$ cat src/hw/rtl/fdkhm_ram.sv
// ----------------------------------------------------------------------------
// fdkhm_ram: generic single-port-write, single-port-read synchronous RAM
// One write and one read per cycle; read data is registered and holds
// until the next read.
// ----------------------------------------------------------------------------
module fdkhm_ram #(
  parameter int WIDTH = 8,
  parameter int DEPTH = 16
) (
  input  logic                                         clk,
  input  logic                                         wr_en,
  input  logic [((DEPTH > 1) ? $clog2(DEPTH) : 1)-1:0] wr_addr,
  input  logic [WIDTH-1:0]                             wr_data,
  input  logic                                         rd_en,
  input  logic [((DEPTH > 1) ? $clog2(DEPTH) : 1)-1:0] rd_addr,
  output logic [WIDTH-1:0]                             rd_data
);

  logic [WIDTH-1:0] mem [DEPTH];

  // Write port.
  always_ff @(posedge clk) begin
    if (wr_en) begin
      mem[wr_addr] <= wr_data;
    end
  end

  // Registered read port.
  always_ff @(posedge clk) begin
    if (rd_en) begin
      rd_data <= mem[rd_addr];
    end
  end

endmodule

$ cat config.mk
export PLATFORM = sky130hd
export DESIGN_NAME = fdkhm_ram
export DESIGN_NICKNAME = d
export VERILOG_FILES = /design/src/hw/rtl/fdkhm_ram.sv
export SDC_FILE = /design/constraint.sdc
export NUM_CORES = 1
export LEC_CHECK = 0
export BUFFER_PORTS_ARGS = -buffer_cell sky130_fd_sc_hd__buf_2
export CAP_MARGIN = 20
export CORE_UTILIZATION = 40
export CTS_BUF_LIST = sky130_fd_sc_hd__clkbuf_16
export CTS_CLUSTER_DIAMETER = 80
export CTS_CLUSTER_SIZE = 28
export DETAILED_ROUTE_END_ITERATION = 8
export GPL_ROUTABILITY_DRIVEN = 0
export SKIP_CTS_REPAIR_TIMING = 1
export SYNTH_ARGS = -nofsm -noshare
export SYNTH_HDL_FRONTEND = slang
export SYNTH_SLANG_ARGS = --single-unit
$ cat constraint.sdc
create_clock -name clk -period 1.6 [get_ports clk]
set_clock_uncertainty 0.1 [all_clocks]
set_input_delay 0.08 -clock clk [delete_from_list [all_inputs] [get_ports clk]]
set_output_delay 0.08 -clock clk [all_outputs]
set_load 0.02 [all_outputs]
* After elaboration in Yosys (flattened, before gate mapping) *
Memories as Yosys holds them, arrays and structs flattened. A register that Yosys moved wholly into a read port is not among the register bits.
Cells that the tools add are included.

storage, ports and cells
  register bits after elaboration = 0
  bits in writable memories = 128
  logic and storage cells = 3
  memories kept = 1

memory list
  name  words  bits a word  rd ports  clocked after memory_dff  write ports  line  text
  mem   16     8            1         1                         1            19    logic [WIDTH-1:0] mem [DEPTH];

operators by class
  multiplexer cells = 2

operator list
  cell     number
  $mux W1  2

* Longest topological paths before layout *
  depth in word-level cells = 2
  gate-level depth with buffers = 5

* Worst setup path after synthesis *
No wires, ideal clock.

  path type = input-to-reg
  from = input wr_addr[2] in the netlist's numbering
  to = memory mem[0][0], enable pin
  setup time = 0.383 ns
  arrival time = 1.190 ns
  required time = 1.117 ns
  setup slack = -0.073 ns
  cell stages on the path = 2
  cell sequence = or3b_2 > nor3_1

RTL lines
  item         line  text
  from (decl)  12    input logic [((DEPTH > 1) ? $clog2(DEPTH) : 1)-1:0] wr_addr,
  to (decl)    19

No word-level cell before the write port.

==> run metrics <==
vias in the first global route=2607; clk_lat worst skew=400 ps; Net Sw Power=1.54 mW; PortBufs=26; crit path kind=reg -> reg; Starting Density=41.3%; initial antenna violation count=0; hold path depth=3; Pwr Total=7.82 mW; Crit. End Element=flop; TritonRoute pass-1 iters=4; Die X=116 um; H-tree levels=4; FF-to-FF path depth=3; Critical Path End=rd_data[0]; first-pass GRT wire length=15200 um; CTS tree=yes; Core ar.=0.0127 sq mm; WP data required=1650 ps; largest net degree at the start of global routing=20; FF-to-FF Start=mem[2][0]; status=finished clean; Peak VDD IR=0.723 mV; Ports=27; die area=0.0135 sq mm; overall die height=116 um; Num CTS Buffers=17; layout cells sized above 1=30.9%; Sw Share=19.7%; Yosys cell types=18; Total GRT Usage=16.6%; synthesized cell area=0.00523 sq mm; area grow syn2layout=20.9%; vias=2483; DR iter-0 viols=219; HPWL after detailed placement=6570 um; R2R setup slack=80 ps; max cap viols=0; Gate power share=5.3%; PwrDens=1240 mW/mm^2; final slew viol count=0; Final Critical Period=1520 ps; final hold vios=0; clock network power share=43.0%; drc violations=0; NumNets Final=313; worst r2r dst=rd_data[0]; number of setup violations in the final report=0; Mapped Avg Cell Area=22.8 sq um; post-synth net total=248; Leak=2.15 nW; Startpoint Class=flop; #FFs+latches synth=136; grt ovf=0; row count=41; clk root buf=clkbuf_16; Via density=5.18; Mapped Cells=229; clock slew at reported path FFs=50 ps; Slew @ Worst Pin=827 ps; launch point of the worst path=mem[2][0]; clock sinks=136; CP Data Arrival Time=1570 ps; antenna diode count=0; fraction of the cycle the final worst path needs=94.9%; Int Power=6.27 mW; max_slew headroom=44.8%; Max clock buf depth=2; highest net fanout along the worst path=1; Routed WL=9740 um; Final Core Density=49.9%; total of warnings raised by yosys=0; sequential power share=51.7%; post-synthesis sequential area ratio=78.1%; post-route ant nets=0; Routed WL per cell=20.3 um; Max Fclk=658 MHz; Min-Delay Path Class=in -> reg
worst min path at each step:
stage	from	end	slack, ps
2_1_floorplan	wr_data[0]	mem[0][0]	80
3_3_place_gp	rd_en	rd_data[4]	370
3_5_place_dp	rd_en	rd_data[4]	360
4_1_cts	rd_en	rd_data[4]	-60
5_1_grt	wr_addr[0]	mem[0][3]	140
6_report	wr_addr[0]	mem[0][2]	140
routing by layer:
layer	up-vias	part of all wire [%]	GRT usage (%)
met3	9	4.5	4.51
met2	67	52	27.4
met5	-	0	0
li1	1110	-	-
met4	0	1.3	6.07
met1	1297	42	21.1
synth_stat cells, drive strengths merged:
library cell	count	area (sq um)
a22oi	16	120
and2	1	6.26
and2b	1	7.51
buf	7	56.3
clkdlybuf4s25	3	30.0
edfxtp	136	4080
mux4	32	773
nand2	9	33.8
nand2b	2	12.5
nand3	1	5.00
nand3b	2	15.0
nor2	13	48.8
nor2b	1	6.26
nor3	4	20.0
or3b	1	8.76
cell usage in the layout, fill, tap and decap left out, types with 3 or more instances in the layout:
master	n
edfxtp_1	136
buf_2	26
mux4_2	18
clkbuf_16	17
buf_4	17
a22oi_1	14
mux4_1	14
nor2_1	13
nand2_1	9
dlygate4sd3_1	9
clkinv_2	7
clkinv_1	4
buf_12	4
nor3_1	3
worst max-delay path: stages, from the launching register on:
cell and delay [ps]:
edfxtp_1 350, mux4_1 480, a22oi_1 260, nand2_1 80
cell families (layout without fill, tap and decap cells):
group / count (synthesis) / in the layout / share of synthesized area [%]
flops: 136 / 136 / 78.1
buf+inv: 10 / 88 / 1.65
mux: 32 / 32 / 14.8
simple gates: 35 / 35 / 3.14
compound gates: 16 / 16 / 2.30
sequential cells by signal, indices dropped and copies added (netlist names):
name and count:
mem 128, rd_data 8
final cells by class:
type                       count  area (sq um)
multi-input combinational     83          1070
sequential                   136          4080
clock inverter                15          95.1
clock buffer                  17           425
timing repair buffer          56           428
tap                          172           215
fill                        1031          6350
metrics by stage:
step                TNS (ps)  cell area (sq um)  hold WS (ps)  setup slack (ps)  instances
floorplan                  0               5230          78.9               138        229
global placement        -380               5700           369             -96.4        438
detailed placement      -441               5700           364              -122        438
CTS                        0               6220         -58.3              19.5        470
global route           -3.70               6320           140             -3.70        479
finish                     0               6320           140              81.3        479
power by group through the flow:
stage / registers (mW) / clock network, mW / logic, mW
2_1_floorplan: 4.13 / 0 / 0.203
3_3_place_gp: 4.11 / 0 / 0.392
3_5_place_dp: 4.11 / 0 / 0.400
4_1_cts: 4.04 / 3.42 / 0.401
5_1_grt: 4.05 / 3.59 / 0.447
6_report: 4.04 / 3.36 / 0.410
(Power assumes the default switching activity.)
