<file path="src/hw/rtl/fdkhm_pkg.sv">
// ----------------------------------------------------------------------------
// fdkhm_pkg: shared types and constants of the descriptor-keyed hash map
// Table geometry, field widths, command and status codes, and the slot layout
// that one memory row holds.
// ----------------------------------------------------------------------------
package fdkhm_pkg;

  // Table geometry.
  localparam int NUM_BUCKETS = 256;
  localparam int WAYS        = 4;
  localparam int BUCKET_W    = (NUM_BUCKETS > 1) ? $clog2(NUM_BUCKETS) : 1;

  // Field widths.
  localparam int CMD_W    = 2;
  localparam int KEY_W    = 31;
  localparam int VALUE_W  = 32;
  localparam int STATUS_W = 2;
  localparam int CFG_W    = 9;
  localparam logic [CFG_W-1:0] CFG_RESET = 9'd256;

  // Hash arithmetic: sdbm multiplies by 65599 as (h << 6) + (h << 16) - h.
  localparam int HASH_W        = 32;
  localparam int BYTE_W        = 8;
  localparam int HASH_SHIFT_LO = 6;
  localparam int HASH_SHIFT_HI = 16;
  localparam int HASH_STEPS    = HASH_W / BYTE_W;
  localparam int MOD_BITS      = 8;
  localparam int MOD_STEPS     = HASH_W / MOD_BITS;
  localparam int STEP_W        = 2;
  localparam int DIV_W         = (CFG_W > BUCKET_W + 1) ? CFG_W : BUCKET_W + 1;

  // Request commands.
  typedef enum logic [CMD_W-1:0] {
    CMD_GET = 2'd0,
    CMD_SET = 2'd1,
    CMD_DEL = 2'd2
  } cmd_t;

  // Result status codes.
  typedef enum logic [STATUS_W-1:0] {
    ST_OK   = 2'd0,
    ST_MISS = 2'd1,
    ST_FULL = 2'd2
  } status_t;

  // One slot of a bucket, and a whole bucket as one memory row.
  typedef struct packed {
    logic               valid;
    logic [KEY_W-1:0]   key;
    logic [VALUE_W-1:0] value;
  } slot_t;

  localparam int SLOT_W = $bits(slot_t);
  localparam int ROW_W  = WAYS * SLOT_W;

  typedef slot_t [WAYS-1:0] row_t;

  // Result of the hash and modulo unit.
  typedef struct packed {
    logic                done;
    logic [BUCKET_W-1:0] bucket;
  } hash_res_t;

endpackage

</file>
<file path="src/hw/rtl/fdkhm_hash.sv">
// ----------------------------------------------------------------------------
// fdkhm_hash: iterative sdbm hash and bucket modulo unit
// Folds one key byte per cycle into the hash, then reduces the 31-bit hash
// modulo the bucket count, eight dividend bits per cycle.
// ----------------------------------------------------------------------------
module fdkhm_hash (
  input  logic                            clk,
  input  logic                            rst,
  input  logic                            start,
  input  logic [fdkhm_pkg::KEY_W-1:0]     key,
  input  logic [fdkhm_pkg::CFG_W-1:0]     bucket_count,
  output fdkhm_pkg::hash_res_t            res
);

  typedef enum logic [1:0] {
    H_IDLE,
    H_HASH,
    H_MOD,
    H_DONE
  } hstate_t;

  hstate_t                          state;
  logic [fdkhm_pkg::STEP_W-1:0]     step;
  logic [fdkhm_pkg::HASH_W-1:0]     kbytes;
  logic [fdkhm_pkg::HASH_W-1:0]     hash;
  logic [fdkhm_pkg::HASH_W-1:0]     hash_next;
  logic [fdkhm_pkg::BUCKET_W-1:0]   rem;
  logic [fdkhm_pkg::DIV_W-1:0]      rem_next;
  logic [fdkhm_pkg::DIV_W-1:0]      divisor;

  // Bucket count in use: zero counts as one, and it never exceeds the table.
  always_comb begin
    if (bucket_count == '0) begin
      divisor = fdkhm_pkg::DIV_W'(1);
    end else if (32'(bucket_count) > 32'(fdkhm_pkg::NUM_BUCKETS)) begin
      divisor = fdkhm_pkg::DIV_W'(fdkhm_pkg::NUM_BUCKETS);
    end else begin
      divisor = fdkhm_pkg::DIV_W'(bucket_count);
    end
  end

  // One sdbm step: sign-extended byte plus hash times 65599.
  always_comb begin
    logic [fdkhm_pkg::HASH_W-1:0] byte_ext;
    byte_ext  = {{(fdkhm_pkg::HASH_W - fdkhm_pkg::BYTE_W){kbytes[fdkhm_pkg::BYTE_W-1]}},
                 kbytes[fdkhm_pkg::BYTE_W-1:0]};
    hash_next = byte_ext + (hash << fdkhm_pkg::HASH_SHIFT_LO)
              + (hash << fdkhm_pkg::HASH_SHIFT_HI) - hash;
  end

  // Restoring remainder over the top dividend bits; the remainder stays
  // below the divisor, so each shift fits in DIV_W bits.
  always_comb begin
    logic [fdkhm_pkg::DIV_W-1:0] r;
    r = fdkhm_pkg::DIV_W'(rem);
    for (int i = 0; i < fdkhm_pkg::MOD_BITS; i++) begin
      r = {r[fdkhm_pkg::DIV_W-2:0], hash[fdkhm_pkg::HASH_W-1-i]};
      if (r >= divisor) begin
        r = r - divisor;
      end
    end
    rem_next = r;
  end

  // Sequencer: four hash steps, then four modulo steps, then the done state.
  always_ff @(posedge clk) begin
    if (rst) begin
      state <= H_IDLE;
      step  <= '0;
    end else begin
      case (state)
        H_IDLE: begin
          if (start) begin
            kbytes <= {1'b0, key};
            hash   <= '0;
            step   <= '0;
            state  <= H_HASH;
          end
        end
        H_HASH: begin
          kbytes <= kbytes >> fdkhm_pkg::BYTE_W;
          if (step == fdkhm_pkg::STEP_W'(fdkhm_pkg::HASH_STEPS - 1)) begin
            // The top bit of the hash is masked off before the modulo.
            hash  <= {1'b0, hash_next[fdkhm_pkg::HASH_W-2:0]};
            step  <= '0;
            rem   <= '0;
            state <= H_MOD;
          end else begin
            hash <= hash_next;
            step <= step + 1'b1;
          end
        end
        H_MOD: begin
          hash <= hash << fdkhm_pkg::MOD_BITS;
          rem  <= fdkhm_pkg::BUCKET_W'(rem_next);
          step <= step + 1'b1;
          if (step == fdkhm_pkg::STEP_W'(fdkhm_pkg::MOD_STEPS - 1)) begin
            state <= H_DONE;
          end
        end
        H_DONE: begin
          state <= H_IDLE;
        end
        default: begin
          state <= H_IDLE;
        end
      endcase
    end
  end

  assign res.done   = (state == H_DONE);
  assign res.bucket = rem;

endmodule
</file>
<file path="config.mk">
export PLATFORM = sky130hd
export DESIGN_NAME = fdkhm_hash
export DESIGN_NICKNAME = d
export VERILOG_FILES = /design/src/hw/rtl/fdkhm_pkg.sv /design/src/hw/rtl/fdkhm_hash.sv
export SDC_FILE = /design/constraint.sdc
export NUM_CORES = 1
export LEC_CHECK = 0
export ABC_AREA = 1
export BUFFER_PORTS_ARGS = -buffer_cell sky130_fd_sc_hd__buf_2
export CAP_MARGIN = 20
export CORE_MARGIN = 1.5
export CORE_UTILIZATION = 30
export DETAILED_ROUTE_END_ITERATION = 6
export GPL_TIMING_DRIVEN = 0
export PLACE_DENSITY = 0.44
export RECOVER_POWER = 100
export SLEW_MARGIN = 20
export SYNTH_ARGS = -nofsm -noshare
export SYNTH_HDL_FRONTEND = slang
export SYNTH_SLANG_ARGS = --single-unit
</file>
<file path="constraint.sdc">
create_clock -name clk -period 17.4 [get_ports clk]
set_input_delay 1.74 -clock clk [delete_from_list [all_inputs] [get_ports clk]]
set_output_delay 1.74 -clock clk [all_outputs]
set_load 0.1 [all_outputs]
</file>
# Word level (Yosys, flattened, before mapping)
# Cells that the tools add are included.
# W data, S select, Z words.
[word_totals] regBits=76 in_bits=43 output_inout_bits=9 elab_cells=68
[classes] add_sub_neg=12 magnitude_cmp=9 eq_ne=7 mux=24 n_bitwise=1 n_reduce_logical=10
[op_table] cell="$mux W32" n=3
[op_table] cell="$pmux W32 S3" n=1
[op_table] cell="$ge A9 B9 Y1" n=8
[op_table] cell="$mux W8" n=9
[op_table] cell="$add A32 B32 Y32" n=2
[op_table] cell="$pmux W32 S2" n=1
[op_table] cell="$sub A8 B8 Y8" n=8
[op_table] cell="$sub A32 B32 Y32" n=1
[op_table] cell="$mux W9" n=2
[op_table] cell="$pmux W8 S2" n=1
[op_table] cell="$reduce_and A3 Y1" n=4
[op_table] cell="$mux W2" n=5
[op_table] cell="$gt A9 B9 Y1 const B" n=1
[op_table] cell="$logic_not A9 Y1" n=1
[op_table] cell="$pmux W2 S4" n=1
[op_table] cell="$eq A2 B2 Y1 const B" n=3
[op_table] cell="$ne A2 B2 Y1 const B" n=3
[op_table] cell="$pmux W2 S3" n=1
[op_table] cell="$reduce_bool A2 Y1" n=2
[op_table] cell="$reduce_bool A3 Y1" n=1
[op_table] cell="$add A2 B1 Y2 const B" n=1
[op_table] cell="$eq A2 B1 Y1 const B" n=1
[op_table] cell="$logic_not A2 Y1" n=1
[op_table] cell="$reduce_and A2 Y1" n=1
[op_table] cell="$not A1 Y1" n=1

# Depth between registers and ports, before layout
[logic_depth] word_depth=20 depth_mapped=87 depth_no_buf=84

# Worst setup path before layout
# Ideal clock, no wire load.
[synth_path] kind="in2reg" from="in bucket_count[0] (netlist bit)" to="reg rem[1] (netlist bit), data pin" setup_time_ns=0.253 arrival_time_ns=12.511 required_ns=17.147 path_slack_ns=4.635 path_stages=78 path_buffers=4 path_cell_list="nor4_1 nand2_1 inv_1 nor2_1 nor2_1 ha_1 inv_1 fa_1 nand3_1 a21boi_0 nor2_1 nor2_1 nor2_1 xor2_1 o21ai_0 ha_1 nand2_1 nor2_1 [42 not listed] nand3_1 and2_1 ha_1 inv_1 nor4_1 nand2_1 o2111ai_2 inv_2 nand3_1 nand2_1 ha_1 nand4_1 or4_4 o2111ai_4 inv_2 o21a_1 o21ai_1 inv_1"
[synth_via] elab_chain_cells=20 elab_cells_between_ends=29 classes_between="add/sub (8); order compare (9); mux (11); reduce/logical (1)"
[synth_lines] item="start, declared" line_no="fdkhm_hash.sv:11" rtl="input logic [fdkhm_pkg::CFG_W-1:0] bucket_count,"
[synth_lines] item="$gt A9 B9 Y1" line_no="fdkhm_hash.sv:35" rtl="end else if (32'(bucket_count) > 32'(fdkhm_pkg::NUM_BUCKETS)) begin"
[synth_lines] item="$mux W9" line_no="fdkhm_hash.sv:35"
[synth_lines] item="$mux W9 *" line_no="fdkhm_hash.sv:33" rtl="if (bucket_count == '0) begin"
[synth_lines] item="$sub A8 B8 Y8 / $ge A9 B9 Y1 (equally long branches)" line_no="fdkhm_hash.sv:59, fdkhm_hash.sv:58"
[synth_lines] item="$mux W8" line_no="fdkhm_hash.sv:58" rtl="if (r >= divisor) begin"
[synth_lines] item="$sub A8 B8 Y8 / $ge A9 B9 Y1 (equally long branches)" line_no="fdkhm_hash.sv:59, fdkhm_hash.sv:58"
[synth_lines] item="$mux W8" line_no="fdkhm_hash.sv:58"
[synth_lines] item="$sub A8 B8 Y8 / $ge A9 B9 Y1 (equally long branches)" line_no="fdkhm_hash.sv:59, fdkhm_hash.sv:58"
[synth_lines] item="[4 not listed]"
[synth_lines] item="$mux W8" line_no="fdkhm_hash.sv:58"
[synth_lines] item="$sub A8 B8 Y8 / $ge A9 B9 Y1 (equally long branches)" line_no="fdkhm_hash.sv:59, fdkhm_hash.sv:58"
[synth_lines] item="$mux W8" line_no="fdkhm_hash.sv:58"
[synth_lines] item="$sub A8 B8 Y8 / $ge A9 B9 Y1 (equally long branches)" line_no="fdkhm_hash.sv:59, fdkhm_hash.sv:58"
[synth_lines] item="$mux W8" line_no="fdkhm_hash.sv:58"
[synth_lines] item="$ge A9 B9 Y1 / $sub A8 B8 Y8 (equally long branches)" line_no="fdkhm_hash.sv:58, fdkhm_hash.sv:59"
[synth_lines] item="$mux W8 *" line_no="fdkhm_hash.sv:58"
[synth_lines] item="$pmux W8 S2 *" line_no="fdkhm_hash.sv:71" rtl="case (state)"
[synth_lines] item="end signal, assigned" line_no="fdkhm_hash.sv:95" rtl="rem <= fdkhm_pkg::BUCKET_W'(rem_next);"
[synth_lines] item="end, declared" line_no="fdkhm_hash.sv:27" rtl="logic [fdkhm_pkg::BUCKET_W-1:0] rem;"
# Every way passes the cells marked *; elsewhere a longest branch is shown, timed or not.
# A chain may end at the register's enable or synchronous reset.

# Worst setup path after layout
[layout_path] from="in bucket_count[4] (netlist bit)" to="reg rem[1] (netlist bit), data pin"
# The elaborated chain is that of the path after synthesis.

==> results.json <==
{
  "status": "finished with violations",
  "violations": "max-capacitance violations, max-slew violations",
  "start_kind": "primary input",
  "synthToLayoutAreaGrowth_pct": 11.0,
  "layout_min_cycle_time_ps": 15350,
  "maxSlewHeadroom_pct": -24.2,
  "setup-tns-final_ps": 0,
  "route.detailed.drc": 0,
  "cts-root-buf": "clkbuf_16",
  "synth_nets": 1554,
  "synth_warnings": 0,
  "hold_depth": 1,
  "yosysTopAreaCellShare_pct": 21.3,
  "finalWirelength_mm": 28.6,
  "post_drt_wl_per_cell_um": 15.5,
  "grt_setup_unrepaired": "no",
  "grt_pass1_wl_mm": 45.9,
  "regToRegSetupSlack_ps": 4340,
  "cts_setup_buffers": 0,
  "yosys_register_bits": 75,
  "hold_end": "step[0]",
  "grt_max_degree": 21,
  "gr-total-overflow": 0,
  "yosys-top-cells-area": "edfxtp_1, ha_1, nand2_1",
  "async_flop_share_pct": 0,
  "vias": 8747,
  "ctsResizeCount": 0,
  "drv_slew": 20,
  "clock-sinks": 75,
  "syn_area_per_cell_um2": 7.50,
  "cp.arrival_ps": 15450,
  "fmax_mhz": 65.1,
  "grt_pass1_vias": 8640,
  "slowest_delay_ps": 720,
  "hold_violations": 0,
  "cts_tree": "built",
  "nets": 1620,
  "netlist_instances": 1335,
  "syn-cell-area_um2": 10000,
  "die_h_um": 186,
  "r2r.worst_path.cells": 72,
  "cp_common_cell": "nand2_1",
  "worstSetupEndpointType": "flop",
  "grt_usage_pct": 17.2,
  "worst-slew-pin-transition_ps": 1860,
  "path_max_fanout": 10,
  "clk_latency_ps": 350,
  "seq_area_frac_synth_pct": 22.1,
  "fin_crit_sh_pct": 88.2,
  "cts_max_level": 3,
  "synth.most_common_cell": "nand2_1",
  "rows": 66,
  "antenna_cells": 0,
  "place_hpwl_mm": 23.9,
  "viasPerCell": 4.73,
  "yosys.area.top_type": "edfxtp_1",
  "skew_ps": 9.36,
  "cts.reportedPaths.clkPinSlew_ps": 70,
  "yosys-top-cells-count": "nand2_1, inv_1, a21oi_1, ha_1, nor2_1",
  "drtIter0Drc": 498,
  "criticalPathCategory": "primary input to flop",
  "holdWs_ps": 487,
  "dr.pass1.iters": 5,
  "io_pins": 52,
  "hold_start": "step[0]",
  "cts_made_buffers": 9,
  "core_um2": 32700,
  "portBuffers": 51,
  "synth-edff-count": 71,
  "r2r-end": "rem[1]",
  "finalSetupViolCount": 0,
  "gp_congestion": 0.816,
  "holdBufCountCts": 0,
  "die_w_um": 186,
  "drive_above_1_share_pct": 9.03,
  "worstPathRequired_ps": 17500,
  "start_util_pct": 30.6,
  "hp-class": "flop to flop",
  "dominantRegCellSynth": "edfxtp_1",
  "cpMaxStageDelayCell": "nor2_1",
  "rr_startpoint": "hash[31]",
  "max-cap-violations": 1,
  "cts_buffer_depth": 2,
  "die_area_um2": 34500,
  "antenna_found_initial": 0,
  "synth.distinct_cells": 56,
  "ant_nets": 0
}
==> metal layers <==
metal	global-route usage, %	wire, um	vias to the layer above
li1	-	-	4553
met1	25.0	14700	4034
met2	27.4	12600	152
met3	3.09	1320	8
met4	1.26	80	0
met5	0	0	-
==> how the worst max path moves through the flow <==
stage,endpoint,from,slack (ps),cells past startpoint
floorplan,rem[1],bucket_count[0],4640,78
global placement,rem[1],bucket_count[4],2110,79
detailed placement,rem[1],bucket_count[4],2130,79
CTS,rem[1],bucket_count[4],2460,79
global route,rem[7],bucket_count[0],580,80
finish,rem[1],bucket_count[4],2050,77
==> cell families (layout without fill, tap and decap cells) <==
logic type      after synthesis  in the layout  synth area share (%)
flops                        75             75                  22.1
compound gates              276            276                  15.7
mux                           1              1                 0.100
simple gates                518            518                  23.1
buf+inv                     245            316                  9.47
xor+xnor                     44             44                  3.85
fa+ha+maj                   176            176                  25.7
==> per-stage QoR <==
step / area, um^2 / std cells / utilization, % / worst slack (ps)
floorplan: 10000 / 1335 / - / 4640
global placement: 10800 / 1828 / 33.1 / 2110
detailed placement: 10900 / 1832 / 33.4 / 2130
CTS: 11200 / 1848 / 34.3 / 2460
global route: 11100 / 1848 / 34.0 / 579
finish: 11100 / 1848 / 34.0 / 2050
==> cell type report <==
cell class              count  area, um^2
plain buffers              18        93.8
fillers                  3619       21600
well taps                 442         553
clock inverters             7        77.6
repair buffers             55         256
flip-flops and latches     75        2210
inverters                 227         855
multi-input cells        1015        6840
clock buffers               9         225
==> state kept, by name, indices dropped and copies added (netlist names) <==
register,count
hash,32
kbytes,31
rem,8
state,2
step,2
==> placed cells by master, fill, tap and decap left out, types with 7 or more instances in the layout <==
cell type and count:
nor2_1 91, inv_1 214, o21ai_2 9, edfxtp_1 71
xnor2_1 18, nand4_1 8, xor2_1 26, nor4_1 9
a21o_1 11, o21ai_1 13, clkbuf_16 9, fa_1 49
nand3_1 47, o21a_1 7, inv_2 11, nor3_1 16
nand2_1 296, a21oi_1 137, clkbuf_1 28, ha_1 127
nand2_2 7, nand3_2 15, or2_2 7, o21ai_0 67
buf_2 40
==> worst max-delay path: cells and delay by family <==
family / cells / cell delay [ps]
adder cells (fa/ha/maj): 9 / 3040
AND/OR/NAND/NOR: 38 / 5750
XOR/XNOR: 1 / 140
buffers and inverters: 17 / 1870
AO/OA/AOI/OAI: 12 / 2870
Power is not shown: default switching activity piles up to over one toggle a cycle in this logic, so the estimate is an artifact.
